==> src/rtl/core/mqlf_pkg.sv <==
// ----------------------------------------------------------------------------
// mqlf_pkg
// shared types, constants and codes for the multi-queue linked fifo core
// ----------------------------------------------------------------------------
package mqlf_pkg;

   // default geometry
   localparam int NUM_QUEUES_DEF  = 8;
   localparam int NUM_ENTRIES_DEF = 64;

   // fixed field widths
   localparam int TICKET_BITS = 16;
   localparam int CLASS_BITS  = 2;
   localparam int QSEL_BITS   = 3;
   localparam int LEN_BITS    = 7;
   localparam int STATUS_BITS = 2;
   localparam int SIDE_BITS   = 2;

   // operation codes
   localparam logic FUNC_ENQ = 1'b0;
   localparam logic FUNC_DEQ = 1'b1;

   // result status codes
   localparam logic [STATUS_BITS-1:0] ST_OK    = 2'd0;
   localparam logic [STATUS_BITS-1:0] ST_EMPTY = 2'd1;
   localparam logic [STATUS_BITS-1:0] ST_FULL  = 2'd2;

   // shorter side codes
   localparam logic [SIDE_BITS-1:0] SIDE_EAST  = 2'd0;
   localparam logic [SIDE_BITS-1:0] SIDE_WEST  = 2'd1;
   localparam logic [SIDE_BITS-1:0] SIDE_EQUAL = 2'd2;

   // request item
   typedef struct packed {
      logic                   func;
      logic [CLASS_BITS-1:0]  ticket_class;
      logic                   entrance;
      logic [TICKET_BITS-1:0] ticket_number;
      logic [QSEL_BITS-1:0]   queue_select;
   } req_type;

   // response item
   typedef struct packed {
      logic [STATUS_BITS-1:0] status;
      logic [TICKET_BITS-1:0] out_ticket;
      logic [CLASS_BITS-1:0]  out_class;
      logic [LEN_BITS-1:0]    queue_length;
      logic [SIDE_BITS-1:0]   shorter_side;
   } rsp_type;

   // controller to datapath strobes
   typedef struct packed {
      logic capture;
      logic rd_east;
      logic rd_west;
      logic rd_target;
      logic decide;
      logic exec;
      logic load_rsp;
   } cmd_type;

   // datapath to controller status
   typedef struct packed {
      logic fail;
      logic free_empty;
      logic fresh_avail;
      logic rsp_free;
   } stat_type;

endpackage

==> src/rtl/core/multi_queue_linked_fifo_core.sv <==
// ----------------------------------------------------------------------------
// multi_queue_linked_fifo_core: NUM_QUEUES linked fifo queues (eight by default) over one entry store
// each item steps through capture, three length reads, decision, update and result;
// a full or empty report skips the update; no new item is taken until the last is done,
// as set by the sequencer and the single registered read port of the queue length store
// reset: synchronous; clears lengths and fill, sets the free count to full, no store clearing
// ----------------------------------------------------------------------------
module multi_queue_linked_fifo_core
   import mqlf_pkg::*;
#(
   parameter int NUM_QUEUES  = NUM_QUEUES_DEF,
   parameter int NUM_ENTRIES = NUM_ENTRIES_DEF
)
(
   input  logic    clock,
   input  logic    reset,
   input  logic    req_valid,
   output logic    req_stall,
   input  req_type req_data,
   output logic    rsp_valid,
   input  logic    rsp_stall,
   output rsp_type rsp_data
);

   cmd_type  cmd;
   stat_type stat;

   // sequencer
   mqlf_ctrl u_ctrl (
      .clock     (clock),
      .reset     (reset),
      .req_valid (req_valid),
      .req_stall (req_stall),
      .stat      (stat),
      .cmd       (cmd)
   );

   // stores and response register
   mqlf_dp #(
      .NUM_QUEUES  (NUM_QUEUES),
      .NUM_ENTRIES (NUM_ENTRIES)
   ) u_dp (
      .clock     (clock),
      .reset     (reset),
      .cmd       (cmd),
      .stat      (stat),
      .req_data  (req_data),
      .rsp_stall (rsp_stall),
      .rsp_valid (rsp_valid),
      .rsp_data  (rsp_data)
   );

`ifndef SYNTHESIS
   // no free entry means the never-used pool is gone too
   a_free_fresh: assert property (@(posedge clock) disable iff (reset)
      stat.free_empty |-> !stat.fresh_avail)
      else $error("free count zero with unused entries left");

   // an update only follows a passing decision
   a_exec_order: assert property (@(posedge clock) disable iff (reset)
      cmd.exec |-> ($past(cmd.decide) && !$past(stat.fail)))
      else $error("update without a passing decision");

   // empty report carries no ticket and zero length
   a_empty_item: assert property (@(posedge clock) disable iff (reset)
      (rsp_valid && rsp_data.status == ST_EMPTY) |->
      (rsp_data.queue_length == '0 && rsp_data.out_ticket == '0))
      else $error("empty report with data");

   // full report carries no ticket or class
   a_full_item: assert property (@(posedge clock) disable iff (reset)
      (rsp_valid && rsp_data.status == ST_FULL) |->
      (rsp_data.out_ticket == '0 && rsp_data.out_class == '0))
      else $error("full report with data");
`endif

endmodule

==> src/rtl/core/mqlf_ctrl.sv <==
// ----------------------------------------------------------------------------
// mqlf_ctrl
// sequencer that steps one item through count reads, decision and update
// ----------------------------------------------------------------------------
module mqlf_ctrl
   import mqlf_pkg::*;
(
   input  logic     clock,
   input  logic     reset,
   input  logic     req_valid,
   output logic     req_stall,
   input  stat_type stat,
   output cmd_type  cmd
);

   localparam logic [2:0] S_IDLE   = 3'd0;
   localparam logic [2:0] S_RD_E   = 3'd1;
   localparam logic [2:0] S_RD_W   = 3'd2;
   localparam logic [2:0] S_RD_Q   = 3'd3;
   localparam logic [2:0] S_DECIDE = 3'd4;
   localparam logic [2:0] S_EXEC   = 3'd5;
   localparam logic [2:0] S_RESULT = 3'd6;

   logic [2:0] state_ff;
   logic [2:0] state_in;

   // next state and strobes
   always_comb begin
      state_in = state_ff;
      cmd      = '0;
      unique case (state_ff)
         S_IDLE: begin
            if (req_valid) begin
               cmd.capture = 1'b1;
               state_in    = S_RD_E;
            end
         end
         S_RD_E: begin
            cmd.rd_east = 1'b1;
            state_in    = S_RD_W;
         end
         S_RD_W: begin
            cmd.rd_west = 1'b1;
            state_in    = S_RD_Q;
         end
         S_RD_Q: begin
            cmd.rd_target = 1'b1;
            state_in      = S_DECIDE;
         end
         S_DECIDE: begin
            cmd.decide = 1'b1;
            state_in   = stat.fail ? S_RESULT : S_EXEC;
         end
         S_EXEC: begin
            cmd.exec = 1'b1;
            state_in = S_RESULT;
         end
         S_RESULT: begin
            if (stat.rsp_free) begin
               cmd.load_rsp = 1'b1;
               state_in     = S_IDLE;
            end
         end
         default: begin
            state_in = S_IDLE;
         end
      endcase
   end

   // state register
   always_ff @(posedge clock) begin
      if (reset) begin
         state_ff <= S_IDLE;
      end else begin
         state_ff <= state_in;
      end
   end

   assign req_stall = (state_ff != S_IDLE);

endmodule

==> src/rtl/core/mqlf_dp.sv <==
// ----------------------------------------------------------------------------
// mqlf_dp
// queue pointer, count and entry stores with free list and response register
// ----------------------------------------------------------------------------
module mqlf_dp
   import mqlf_pkg::*;
#(
   parameter int NUM_QUEUES  = NUM_QUEUES_DEF,
   parameter int NUM_ENTRIES = NUM_ENTRIES_DEF
)
(
   input  logic     clock,
   input  logic     reset,
   input  cmd_type  cmd,
   output stat_type stat,
   input  req_type  req_data,
   input  logic     rsp_stall,
   output logic     rsp_valid,
   output rsp_type  rsp_data
);

   localparam int QW = $clog2(NUM_QUEUES);
   localparam int AW = $clog2(NUM_ENTRIES);
   localparam int CW = $clog2(NUM_ENTRIES + 1);

   // reduce a small queue code to the queue range
   function automatic logic [QW-1:0] qmod(input logic [2:0] v);
      logic [3:0] r;
      r = {1'b0, v};
      for (int i = 0; i < 4; i++) begin
         if (int'(r) >= NUM_QUEUES) begin
            r = r - 4'(NUM_QUEUES);
         end
      end
      return QW'(r);
   endfunction

   // stores
   logic [CW-1:0]          cnt_mem    [NUM_QUEUES];
   logic [NUM_QUEUES-1:0]  cnt_vld_ff;
   logic [AW-1:0]          head_mem   [NUM_QUEUES];
   logic [AW-1:0]          tail_mem   [NUM_QUEUES];
   logic [AW-1:0]          link_mem   [NUM_ENTRIES];
   logic [TICKET_BITS-1:0] ticket_mem [NUM_ENTRIES];
   logic [CLASS_BITS-1:0]  class_mem  [NUM_ENTRIES];

   // registers
   req_type                req_ff;
   logic [CW-1:0]          cnt_rd_ff;
   logic                   cnt_rdv_ff;
   logic [CW-1:0]          east_ff;
   logic [CW-1:0]          west_ff;
   logic [AW-1:0]          head_rd_ff;
   logic [AW-1:0]          tail_rd_ff;
   logic [AW-1:0]          link_rd_ff;
   logic [TICKET_BITS-1:0] ticket_rd_ff;
   logic [CLASS_BITS-1:0]  class_rd_ff;
   logic [AW-1:0]          free_head_ff;
   logic [AW-1:0]          free_head_in;
   logic [CW-1:0]          free_cnt_ff;
   logic [CW-1:0]          free_cnt_in;
   logic [CW-1:0]          fill_ff;
   logic [CW-1:0]          fill_in;
   rsp_type                res_ff;
   rsp_type                res_in;
   rsp_type                rsp_data_ff;
   logic                   rsp_valid_ff;
   logic                   rsp_valid_in;

   // decoded request
   logic                   is_deq;
   logic [QW-1:0]          east_q;
   logic [QW-1:0]          west_q;
   logic [QW-1:0]          tgt_q;
   logic [QW-1:0]          cnt_raddr;
   logic                   cnt_re;
   logic [CW-1:0]          cnt_q;
   logic [SIDE_BITS-1:0]   side;
   logic [AW-1:0]          alloc_e;
   logic                   link_we;
   logic [AW-1:0]          link_waddr;
   logic [AW-1:0]          link_wdata;
   logic [AW-1:0]          link_raddr;
   logic [CW-1:0]          cnt_wdata;

   assign is_deq = (req_ff.func == FUNC_DEQ);
   assign east_q = qmod({req_ff.ticket_class, 1'b0});
   assign west_q = qmod({req_ff.ticket_class, 1'b1});
   assign tgt_q  = is_deq ? qmod(req_ff.queue_select)
                          : qmod({req_ff.ticket_class, req_ff.entrance});

   // request capture
   always_ff @(posedge clock) begin
      if (cmd.capture) begin
         req_ff <= req_data;
      end
   end

   // count store read, one address per cycle
   assign cnt_re    = cmd.rd_east | cmd.rd_west | cmd.rd_target;
   assign cnt_raddr = cmd.rd_east ? east_q : (cmd.rd_west ? west_q : tgt_q);
   assign cnt_q     = cnt_rdv_ff ? cnt_rd_ff : '0;

   always_ff @(posedge clock) begin
      if (cnt_re) begin
         cnt_rd_ff  <= cnt_mem[cnt_raddr];
         cnt_rdv_ff <= cnt_vld_ff[cnt_raddr];
      end
   end

   // hold the two class lengths
   always_ff @(posedge clock) begin
      if (cmd.rd_west) begin
         east_ff <= cnt_q;
      end
      if (cmd.rd_target) begin
         west_ff <= cnt_q;
      end
   end

   // shorter side from lengths before the update
   always_comb begin
      priority if (east_ff < west_ff) begin
         side = SIDE_EAST;
      end else if (west_ff < east_ff) begin
         side = SIDE_WEST;
      end else begin
         side = SIDE_EQUAL;
      end
   end

   // head and tail pointers of the target queue
   always_ff @(posedge clock) begin
      if (cmd.rd_target) begin
         head_rd_ff <= head_mem[tgt_q];
         tail_rd_ff <= tail_mem[tgt_q];
      end
   end

   // link and entry reads for the chosen entry
   assign link_raddr = is_deq ? head_rd_ff : free_head_ff;

   always_ff @(posedge clock) begin
      if (cmd.decide) begin
         link_rd_ff   <= link_mem[link_raddr];
         ticket_rd_ff <= ticket_mem[head_rd_ff];
         class_rd_ff  <= class_mem[head_rd_ff];
      end
   end

   // entry to allocate: never-used entries first, then the free list
   assign stat.fresh_avail = (fill_ff != CW'(NUM_ENTRIES));
   assign stat.free_empty  = (free_cnt_ff == '0);
   assign stat.fail        = is_deq ? (cnt_q == '0) : stat.free_empty;
   assign stat.rsp_free    = ~rsp_valid_ff | ~rsp_stall;
   assign alloc_e          = stat.fresh_avail ? AW'(fill_ff) : free_head_ff;

   // link write: dequeue pushes the entry on the free list,
   // enqueue chains the old tail to the new entry
   assign link_we    = cmd.exec & (is_deq | (cnt_q != '0));
   assign link_waddr = is_deq ? head_rd_ff : tail_rd_ff;
   assign link_wdata = is_deq ? free_head_ff : alloc_e;

   always_ff @(posedge clock) begin
      if (link_we) begin
         link_mem[link_waddr] <= link_wdata;
      end
   end

   // entry payload write on enqueue
   always_ff @(posedge clock) begin
      if (cmd.exec && !is_deq) begin
         ticket_mem[alloc_e] <= req_ff.ticket_number;
         class_mem[alloc_e]  <= req_ff.ticket_class;
      end
   end

   // queue pointer update
   always_ff @(posedge clock) begin
      if (cmd.exec) begin
         if (is_deq) begin
            head_mem[tgt_q] <= link_rd_ff;
         end else begin
            if (cnt_q == '0) begin
               head_mem[tgt_q] <= alloc_e;
            end
            tail_mem[tgt_q] <= alloc_e;
         end
      end
   end

   // queue length update
   assign cnt_wdata = is_deq ? (cnt_q - CW'(1)) : (cnt_q + CW'(1));

   always_ff @(posedge clock) begin
      if (cmd.exec) begin
         cnt_mem[tgt_q] <= cnt_wdata;
      end
   end

   always_ff @(posedge clock) begin
      if (reset) begin
         cnt_vld_ff <= '0;
      end else if (cmd.exec) begin
         cnt_vld_ff[tgt_q] <= 1'b1;
      end
   end

   // free list bookkeeping
   always_comb begin
      free_head_in = free_head_ff;
      free_cnt_in  = free_cnt_ff;
      fill_in      = fill_ff;
      if (cmd.exec) begin
         if (is_deq) begin
            free_head_in = head_rd_ff;
            free_cnt_in  = free_cnt_ff + CW'(1);
         end else begin
            free_cnt_in = free_cnt_ff - CW'(1);
            if (stat.fresh_avail) begin
               fill_in = fill_ff + CW'(1);
            end else begin
               free_head_in = link_rd_ff;
            end
         end
      end
   end

   always_ff @(posedge clock) begin
      if (reset) begin
         free_head_ff <= '0;
         free_cnt_ff  <= CW'(NUM_ENTRIES);
         fill_ff      <= '0;
      end else begin
         free_head_ff <= free_head_in;
         free_cnt_ff  <= free_cnt_in;
         fill_ff      <= fill_in;
      end
   end

   // result assembly
   always_comb begin
      res_in = res_ff;
      if (cmd.decide && stat.fail) begin
         res_in.status       = is_deq ? ST_EMPTY : ST_FULL;
         res_in.out_ticket   = '0;
         res_in.out_class    = '0;
         res_in.queue_length = LEN_BITS'(cnt_q);
         res_in.shorter_side = side;
      end else if (cmd.exec) begin
         res_in.status       = ST_OK;
         res_in.out_ticket   = is_deq ? ticket_rd_ff : '0;
         res_in.out_class    = is_deq ? class_rd_ff : '0;
         res_in.queue_length = LEN_BITS'(cnt_wdata);
         res_in.shorter_side = side;
      end
   end

   always_ff @(posedge clock) begin
      res_ff <= res_in;
   end

   // response output register
   always_comb begin
      rsp_valid_in = rsp_valid_ff;
      if (cmd.load_rsp) begin
         rsp_valid_in = 1'b1;
      end else if (!rsp_stall) begin
         rsp_valid_in = 1'b0;
      end
   end

   always_ff @(posedge clock) begin
      if (reset) begin
         rsp_valid_ff <= 1'b0;
      end else begin
         rsp_valid_ff <= rsp_valid_in;
      end
   end

   always_ff @(posedge clock) begin
      if (cmd.load_rsp) begin
         rsp_data_ff <= res_ff;
      end
   end

   assign rsp_valid = rsp_valid_ff;
   assign rsp_data  = rsp_data_ff;

endmodule
==> config.mk <==
export PLATFORM = sky130hd
export DESIGN_NAME = multi_queue_linked_fifo_core
export DESIGN_NICKNAME = d
export VERILOG_FILES = /design/src/rtl/core/mqlf_pkg.sv /design/src/rtl/core/multi_queue_linked_fifo_core.sv /design/src/rtl/core/mqlf_ctrl.sv /design/src/rtl/core/mqlf_dp.sv
export SDC_FILE = /design/constraint.sdc
export NUM_CORES = 2
export LEC_CHECK = 0
export ABC_AREA = 1
export BUFFER_PORTS_ARGS = -buffer_cell sky130_fd_sc_hd__buf_2
export CAP_MARGIN = 20
export CORE_ASPECT_RATIO = 0.7
export CORE_UTILIZATION = 54
export DETAILED_ROUTE_END_ITERATION = 7
export PLACE_DENSITY_LB_ADDON = 0.15
export SYNTH_ARGS = -nofsm -noshare
export SYNTH_HDL_FRONTEND = slang
export SYNTH_SLANG_ARGS = --single-unit
==> constraint.sdc <==
create_clock -name clock -period 4.5 [get_ports clock]
set_input_delay 0.45 -clock clock [delete_from_list [all_inputs] [get_ports clock]]
set_output_delay 0.45 -clock clock [all_outputs]
set_load 0.05 [all_outputs]
* Yosys cells after proc, flatten, opt, wreduce, memory -nomap -nowiden *
Memory sizes are Yosys's and may differ from the RTL's. A register that Yosys moved wholly into a read port is not among the register bits.
Index checks and enable logic that the tools add are counted.

storage, ports and cells
  register bits after elaboration = 128
  memory bits (writable) = 1688
  memories = 6
  output and inout bits = 31

operators by class
  bitwise operators = 10
  eq/ne operators = 11
  multiplexer cells = 56
  reductions and logical operators = 13
  magnitude comparators = 5
  add/subtract/negate cells = 5

memories
  memory           depth  bits a word  read ports  clocked after Yosys merged registers in  wr ports  line           RTL
  u_dp.ticket_mem  64     16           1           1                                        1         mqlf_dp.sv:44  logic [TICKET_BITS-1:0] ticket_mem [NUM_ENTRIES];
  u_dp.link_mem    64     6            1           1                                        1         mqlf_dp.sv:43  logic [AW-1:0] link_mem [NUM_ENTRIES];
  u_dp.class_mem   64     2            1           1                                        1         mqlf_dp.sv:45  logic [CLASS_BITS-1:0] class_mem [NUM_ENTRIES];
  u_dp.cnt_mem     8      7            1           1                                        1         mqlf_dp.sv:39  logic [CW-1:0] cnt_mem [NUM_QUEUES];
  u_dp.head_mem    8      6            1           1                                        1         mqlf_dp.sv:41  logic [AW-1:0] head_mem [NUM_QUEUES];
  u_dp.tail_mem    8      6            1           1                                        1         mqlf_dp.sv:42  logic [AW-1:0] tail_mem [NUM_QUEUES];

operators with widths
  operator                                                              count
  29-bit 2-to-1 mux                                                     2
  6-bit 2-to-1 mux                                                      7
  1-bit 2-to-1 mux                                                      30
  7-bit by 1-bit adder with 7-bit output, second input constant         3
  7-bit 2-to-1 mux                                                      3
  3-bit case mux with 7 select lines                                    1
  16-bit 2-to-1 mux                                                     1
  3-bit 2-to-1 mux                                                      5
  7-bit zero test                                                       2
  7-bit < comparator                                                    2
  7-bit by 1-bit subtractor with 7-bit output, second input constant    2
  2-bit 2-to-1 mux                                                      5
  3-bit == test, second input constant                                  3
  3-bit by 4-bit < comparator with 1-bit output, second input constant  2
  8-bit bitwise OR                                                      1
  7-bit inequality test, second input constant                          1
  7-bit nonzero test                                                    1
  3-bit by 2-bit == test with 1-bit output, second input constant       2
  2-bit inequality test, second input constant                          3
  1-bit bitwise OR                                                      5
  2-bit AND reduction                                                   2
  1-bit binary-select mux with 3-bit select                             1
  1-bit demux with 3-bit select                                         1
  3-bit by 1-bit == test with 1-bit output, second input constant       1
  other kinds (10)                                                      14

* Logic depth before layout (Yosys ltp) *
  word-level depth = 7
  gate-level depth with buffers = 14
  depth with buffers taken out = 12

* Hierarchy *
A second synthesis with hierarchy kept.

unflattened totals
  cell total of the unflattened synthesis = 6312
  area, all modules = 75565.0 um2

by module, submodules not included
  module     area an instance (um2)  instances  cells an instance  sequential area each (um2)
  mqlf_dp    75332.2                 1          6273               55263.0
  mqlf_ctrl  232.7                   1          39                 60.1

* Least setup slack after synthesis *
OpenSTA, ideal clock, no wires.

  path type = reg-to-reg
  start point = reg u_dp.req_ff, in the netlist u_dp.is_deq
  end point = mem u_dp.link_mem[0][0] (netlist name) (data pin)
  data arrival time = 3.586 ns
  slack = 0.212 ns
  stages on the path, launching flop included = 5
  setup time = 0.702 ns
  period minus slack after synthesis = 4.288 ns
  path buffers = 1
  path through = edfxtp_1 -> inv_2 -> buf_2 -> nand2_1 -> o21ai_0

on the way
  cells in the longest elaborated chain, start to end = 1

RTL lines
  what                    line            RTL
  start, declared         mqlf_dp.sv:48   req_type req_ff;
  start signal, assigned  mqlf_dp.sv:95   req_ff <= req_data;
  6-bit 2-to-1 mux        mqlf_dp.sv:162  assign link_wdata = is_deq ? free_head_ff : alloc_e;
  net u_dp.link_wdata[0]  mqlf_dp.sv:82   logic [AW-1:0] link_wdata;
  end, declared           mqlf_dp.sv:43

The timed path passes the listed nets, and every way through them passes these cells.

* Worst setup path after layout *
  start point = reg u_dp.fill_ff[0]
  end point = mem u_dp.ticket_mem[36][6] (enable)

on the way
  cells in the longest elaborated chain, start to end = 2

RTL lines
  what                    line            RTL
  start, declared         mqlf_dp.sv:62   logic [CW-1:0] fill_ff;
  start signal, assigned  mqlf_dp.sv:237  fill_ff <= fill_in;
  7-bit inequality test   mqlf_dp.sv:152  assign stat.fresh_avail = (fill_ff != CW'(NUM_ENTRIES));
  6-bit 2-to-1 mux *      mqlf_dp.sv:156  assign alloc_e = stat.fresh_avail ? AW'(fill_ff) : free_head_ff;
  net u_dp.alloc_e[0]     mqlf_dp.sv:79   logic [AW-1:0] alloc_e;
  end, declared           mqlf_dp.sv:44

Mark *: on every way through the listed nets, which the timed path passes. The rest lies on a longest branch.

==> flow_metrics.tcl <==
set metrics [dict create \
    cts_max_level 4 \
    yosys_warnings 0 \
    layout_commonest_cell "edfxtp_1" \
    netlist_area_sq_mm 0.0754 \
    ys_seq_area_share_pct 73.4 \
    cts_root_buffer "clkbuf_16" \
    fin_ws_ns 0.659 \
    synth_ff_type "edfxtp_1" \
    rsz0062_at_grt "false" \
    power_frac_comb_pct 13.8 \
    p_sw_share_pct 26.6 \
    pwr-share-seq_pct 50.4 \
    cp-end-kind "register" \
    tightest_slew_ns 1.11 \
    cp_cell_sequence "inv_1, ha_1, nand2_1, inv_1, nand3_2, o21ai_1, inv_1, nor3_1, nand2_1, nor2_2, buf_4" \
    p_switching_mw 10.5 \
    grt_first_pass_wirelength_um 298000 \
    peakVddDrop_v 0.000364 \
    io_pins 58 \
    cts_buffers 172 \
    syn_to_final_growth_pct 11.3 \
    final_cells 8350 \
    fin_nets 6405 \
    synth_edf_count 1809 \
    fin_tns_setup_ns 0 \
    p_per_area_mw_per_mm2 471 \
    path_class "reg2reg" \
    via_per_inst 5.92 \
    critPathLaunchType "register" \
    p_leak_nw 29.6 \
    synthAdderAreaFrac_pct 0.369 \
    status "finished, final reports clean" \
    internal_power_mw 29.0 \
    ys_seq_elements 1859 \
    hold_slack_ns 0.0634 \
    die_h_um 315 \
    place_inst 8012 \
    worstHoldStart "req_valid" \
    routed_wl_um 201000 \
    r2r_cells 11 \
    fp.dieW_um 449 \
    coreArea_sq_mm 0.138 \
    synth_top_area_share_pct 72.1 \
    synthMuxAreaShare_pct 0 \
    cp_max_fo 18 \
    grt.overflow.total 0 \
    clk_latency_ns 0.82 \
    grt_max_degree 207 \
    drt_first_pass_iters 6 \
    synth_compound_area_share_pct 6.53 \
    cts.sinks 1859 \
    cpMostUsedCell "inv_1" \
    fin_util_pct 60.7 \
    cp_data_arrival_time_ns 4.31 \
    startpoint "u_dp.fill_ff[0]" \
    pre_cts_ws_ns 0.840 \
    antenna_found_initial 3 \
    grt_pass1_vias 45600 \
    fin_crit_ns 3.84 \
    hold_viol 0 \
    drive_gt1_share_pct 9.27 \
    clkPwrFrac_pct 35.9 \
    post-route-cell-area_sq_mm 0.0839 \
    max_stage_delay_ns 0.57 \
    crit_slowest_cell "o21ai_1" \
    place.gp.congestion 0.884 \
    dp.final_hpwl_um 114000 \
    yosys-top-cells-area "edfxtp_1 (72%), nand2_1 (6.9%), nand3_1 (5.3%)" \
    avgSynthCellArea_sq_um 12.0 \
    p_total_mw 39.5 \
    clk_pin_slew_ns 0.06 \
    num_vias 49400 \
    placed_area_sq_mm 0.0783 \
    drtAntennaViolNets 0 \
    synth_area_leader_cell "edfxtp_1" \
    fmax_mhz 260 \
    drv_slew 0 \
    grt_use_total_pct 28.3 \
    rrSetupSlack_ns 0.66 \
    hold_buffers 25 \
    ctsResizeCount 0 \
    synth-xor-area-share_pct 0.116 \
    finalCritPeriodShare_pct 85.4 \
    setup_viol_count_final 0 \
    timing.rr.end "u_dp.ticket_mem[36][6]" \
    initial_core_util_pct 54.5 \
    hp-class "in2reg" \
    reg2reg_from "u_dp.fill_ff[0]" \
    final.fill_count 10800 \
    worstSetupEndpoint "u_dp.ticket_mem[36][6]" \
    fin_skew_ns 0.0342 \
    synth_nets 6351 \
    cts_tree "done" \
    final_cell_mix "edfxtp_1 (1809), nand2_1 (1379), nand3_1 (804)" \
    drt_iter0_markers 6514 \
    wl_per_cell_um 24.0 \
    max_cap_violations 0 \
    synthArstFlopShare_pct 0 \
    synth_top_family_by_area "simple AND/OR/NAND/NOR gates" \
    synth.distinct_cells 47 \
    synth-simple-area-share_pct 16.1 \
    portBuffers 57 \
    required_ns 4.97 \
    relSlewSlack_pct 25.9 \
    num_rows 114 \
    die_area_sq_mm 0.141 \
    synthCells 6303 \
    max-clock-path-buffers 3 \
    drc 0 \
    postCtsSetupRepairBufs 0 \
]
how the worst min path moves through the flow:
stage                          to  cells past startpoint
4_1_cts        u_ctrl.state_ff[1]                      5
5_1_grt        u_ctrl.state_ff[1]                      5
3_3_place_gp     u_dp.rsp_data[7]                      0
3_5_place_dp     u_dp.rsp_data[1]                      0
6_report       u_ctrl.state_ff[1]                      5
2_1_floorplan    u_dp.rsp_data[0]                      0
per-layer routing:
metal	wire (um)	up-vias	global-route usage, %
met5	0	-	0
met4	3700	0	6.61
met3	22500	241	5.76
met2	86900	2477	40.7
met1	87600	24200	44.4
li1	-	22500	-
state kept, by name, summed over array words and instances, names as in the netlist, 7 cells and up:
name,count
u_dp.cnt_mem,56
u_dp.rsp_data,29
u_dp.free_cnt_ff,7
u_dp.class_mem,128
u_dp.head_mem,48
u_dp.ticket_mem,1024
u_dp.cnt_rd_ff,7
u_dp.east_ff,7
u_dp.res_ff,29
u_dp.fill_ff,7
u_dp.ticket_rd_ff,16
u_dp.req_ff,20
u_dp.cnt_vld_ff,8
u_dp.west_ff,7
u_dp.tail_mem,48
u_dp.link_mem,384
cell usage after synthesis, types with 3 or more instances:
cell	count
o22ai_1	182
inv_1	233
o21ai_2	5
o21ai_1	52
o211ai_1	20
nand4_1	11
clkinv_1	4
a22oi_1	27
nand3b_1	26
xor2_1	7
or2_1	6
nand4_4	8
inv_2	34
nand3_1	804
nor2_1	585
a21oi_2	4
edfxtp_1	1809
buf_1	45
buf_4	6
nor2_4	3
nand2_2	4
buf_2	122
or2_2	3
nor3_1	16
xnor2_1	3
clkbuf_1	203
ha_1	19
or2_0	6
o21ai_0	474
nand2_1	1381
a21oi_1	129
dfxtp_1	50
critical path, delay by kind of cell (launching register included):
kind,cells,cell delay [ns]
fa+ha+maj,1,0.18
compound gates,1,0.57
flops,1,0.33
buf+inv,4,1.02
simple gates,5,1.42
layout make-up:
type                            count  area, sq um  share of cell area, %
Antenna cell                        1         2.50                0.00298
Multi-Input combinational cell   3794        17700                   21.1
Inverter                          272         1050                   1.25
Clock buffer                      220         4670                   5.57
Sequential cell                  1859        55300                   65.9
Tap cell                         1856         2320                   2.77
Clock inverter                     90          712                  0.848
Timing Repair Buffer              258         2150                   2.56
power groups by stage:
stage / logic, mW / clock network, mW / registers, mW
2_1_floorplan: 3.09 / 0 / 20.4
6_report: 5.44 / 14.2 / 19.9
4_1_cts: 5.37 / 14.3 / 19.9
3_5_place_dp: 5.33 / 0 / 20.3
5_1_grt: 5.91 / 15.0 / 19.9
3_3_place_gp: 5.25 / 0 / 20.2
cell families (layout without fill, tap and decap cells):
logic type	after synthesis	count (layout)
AND/OR/NAND/NOR	2861	2861
adder cells (fa/ha/maj)	21	21
flip-flops	1859	1859
buffers and inverters	650	840
other	0	1
AO/OA/AOI/OAI	902	902
XOR/XNOR	10	10
No activity file was read; power rests on OpenSTA's default activity.
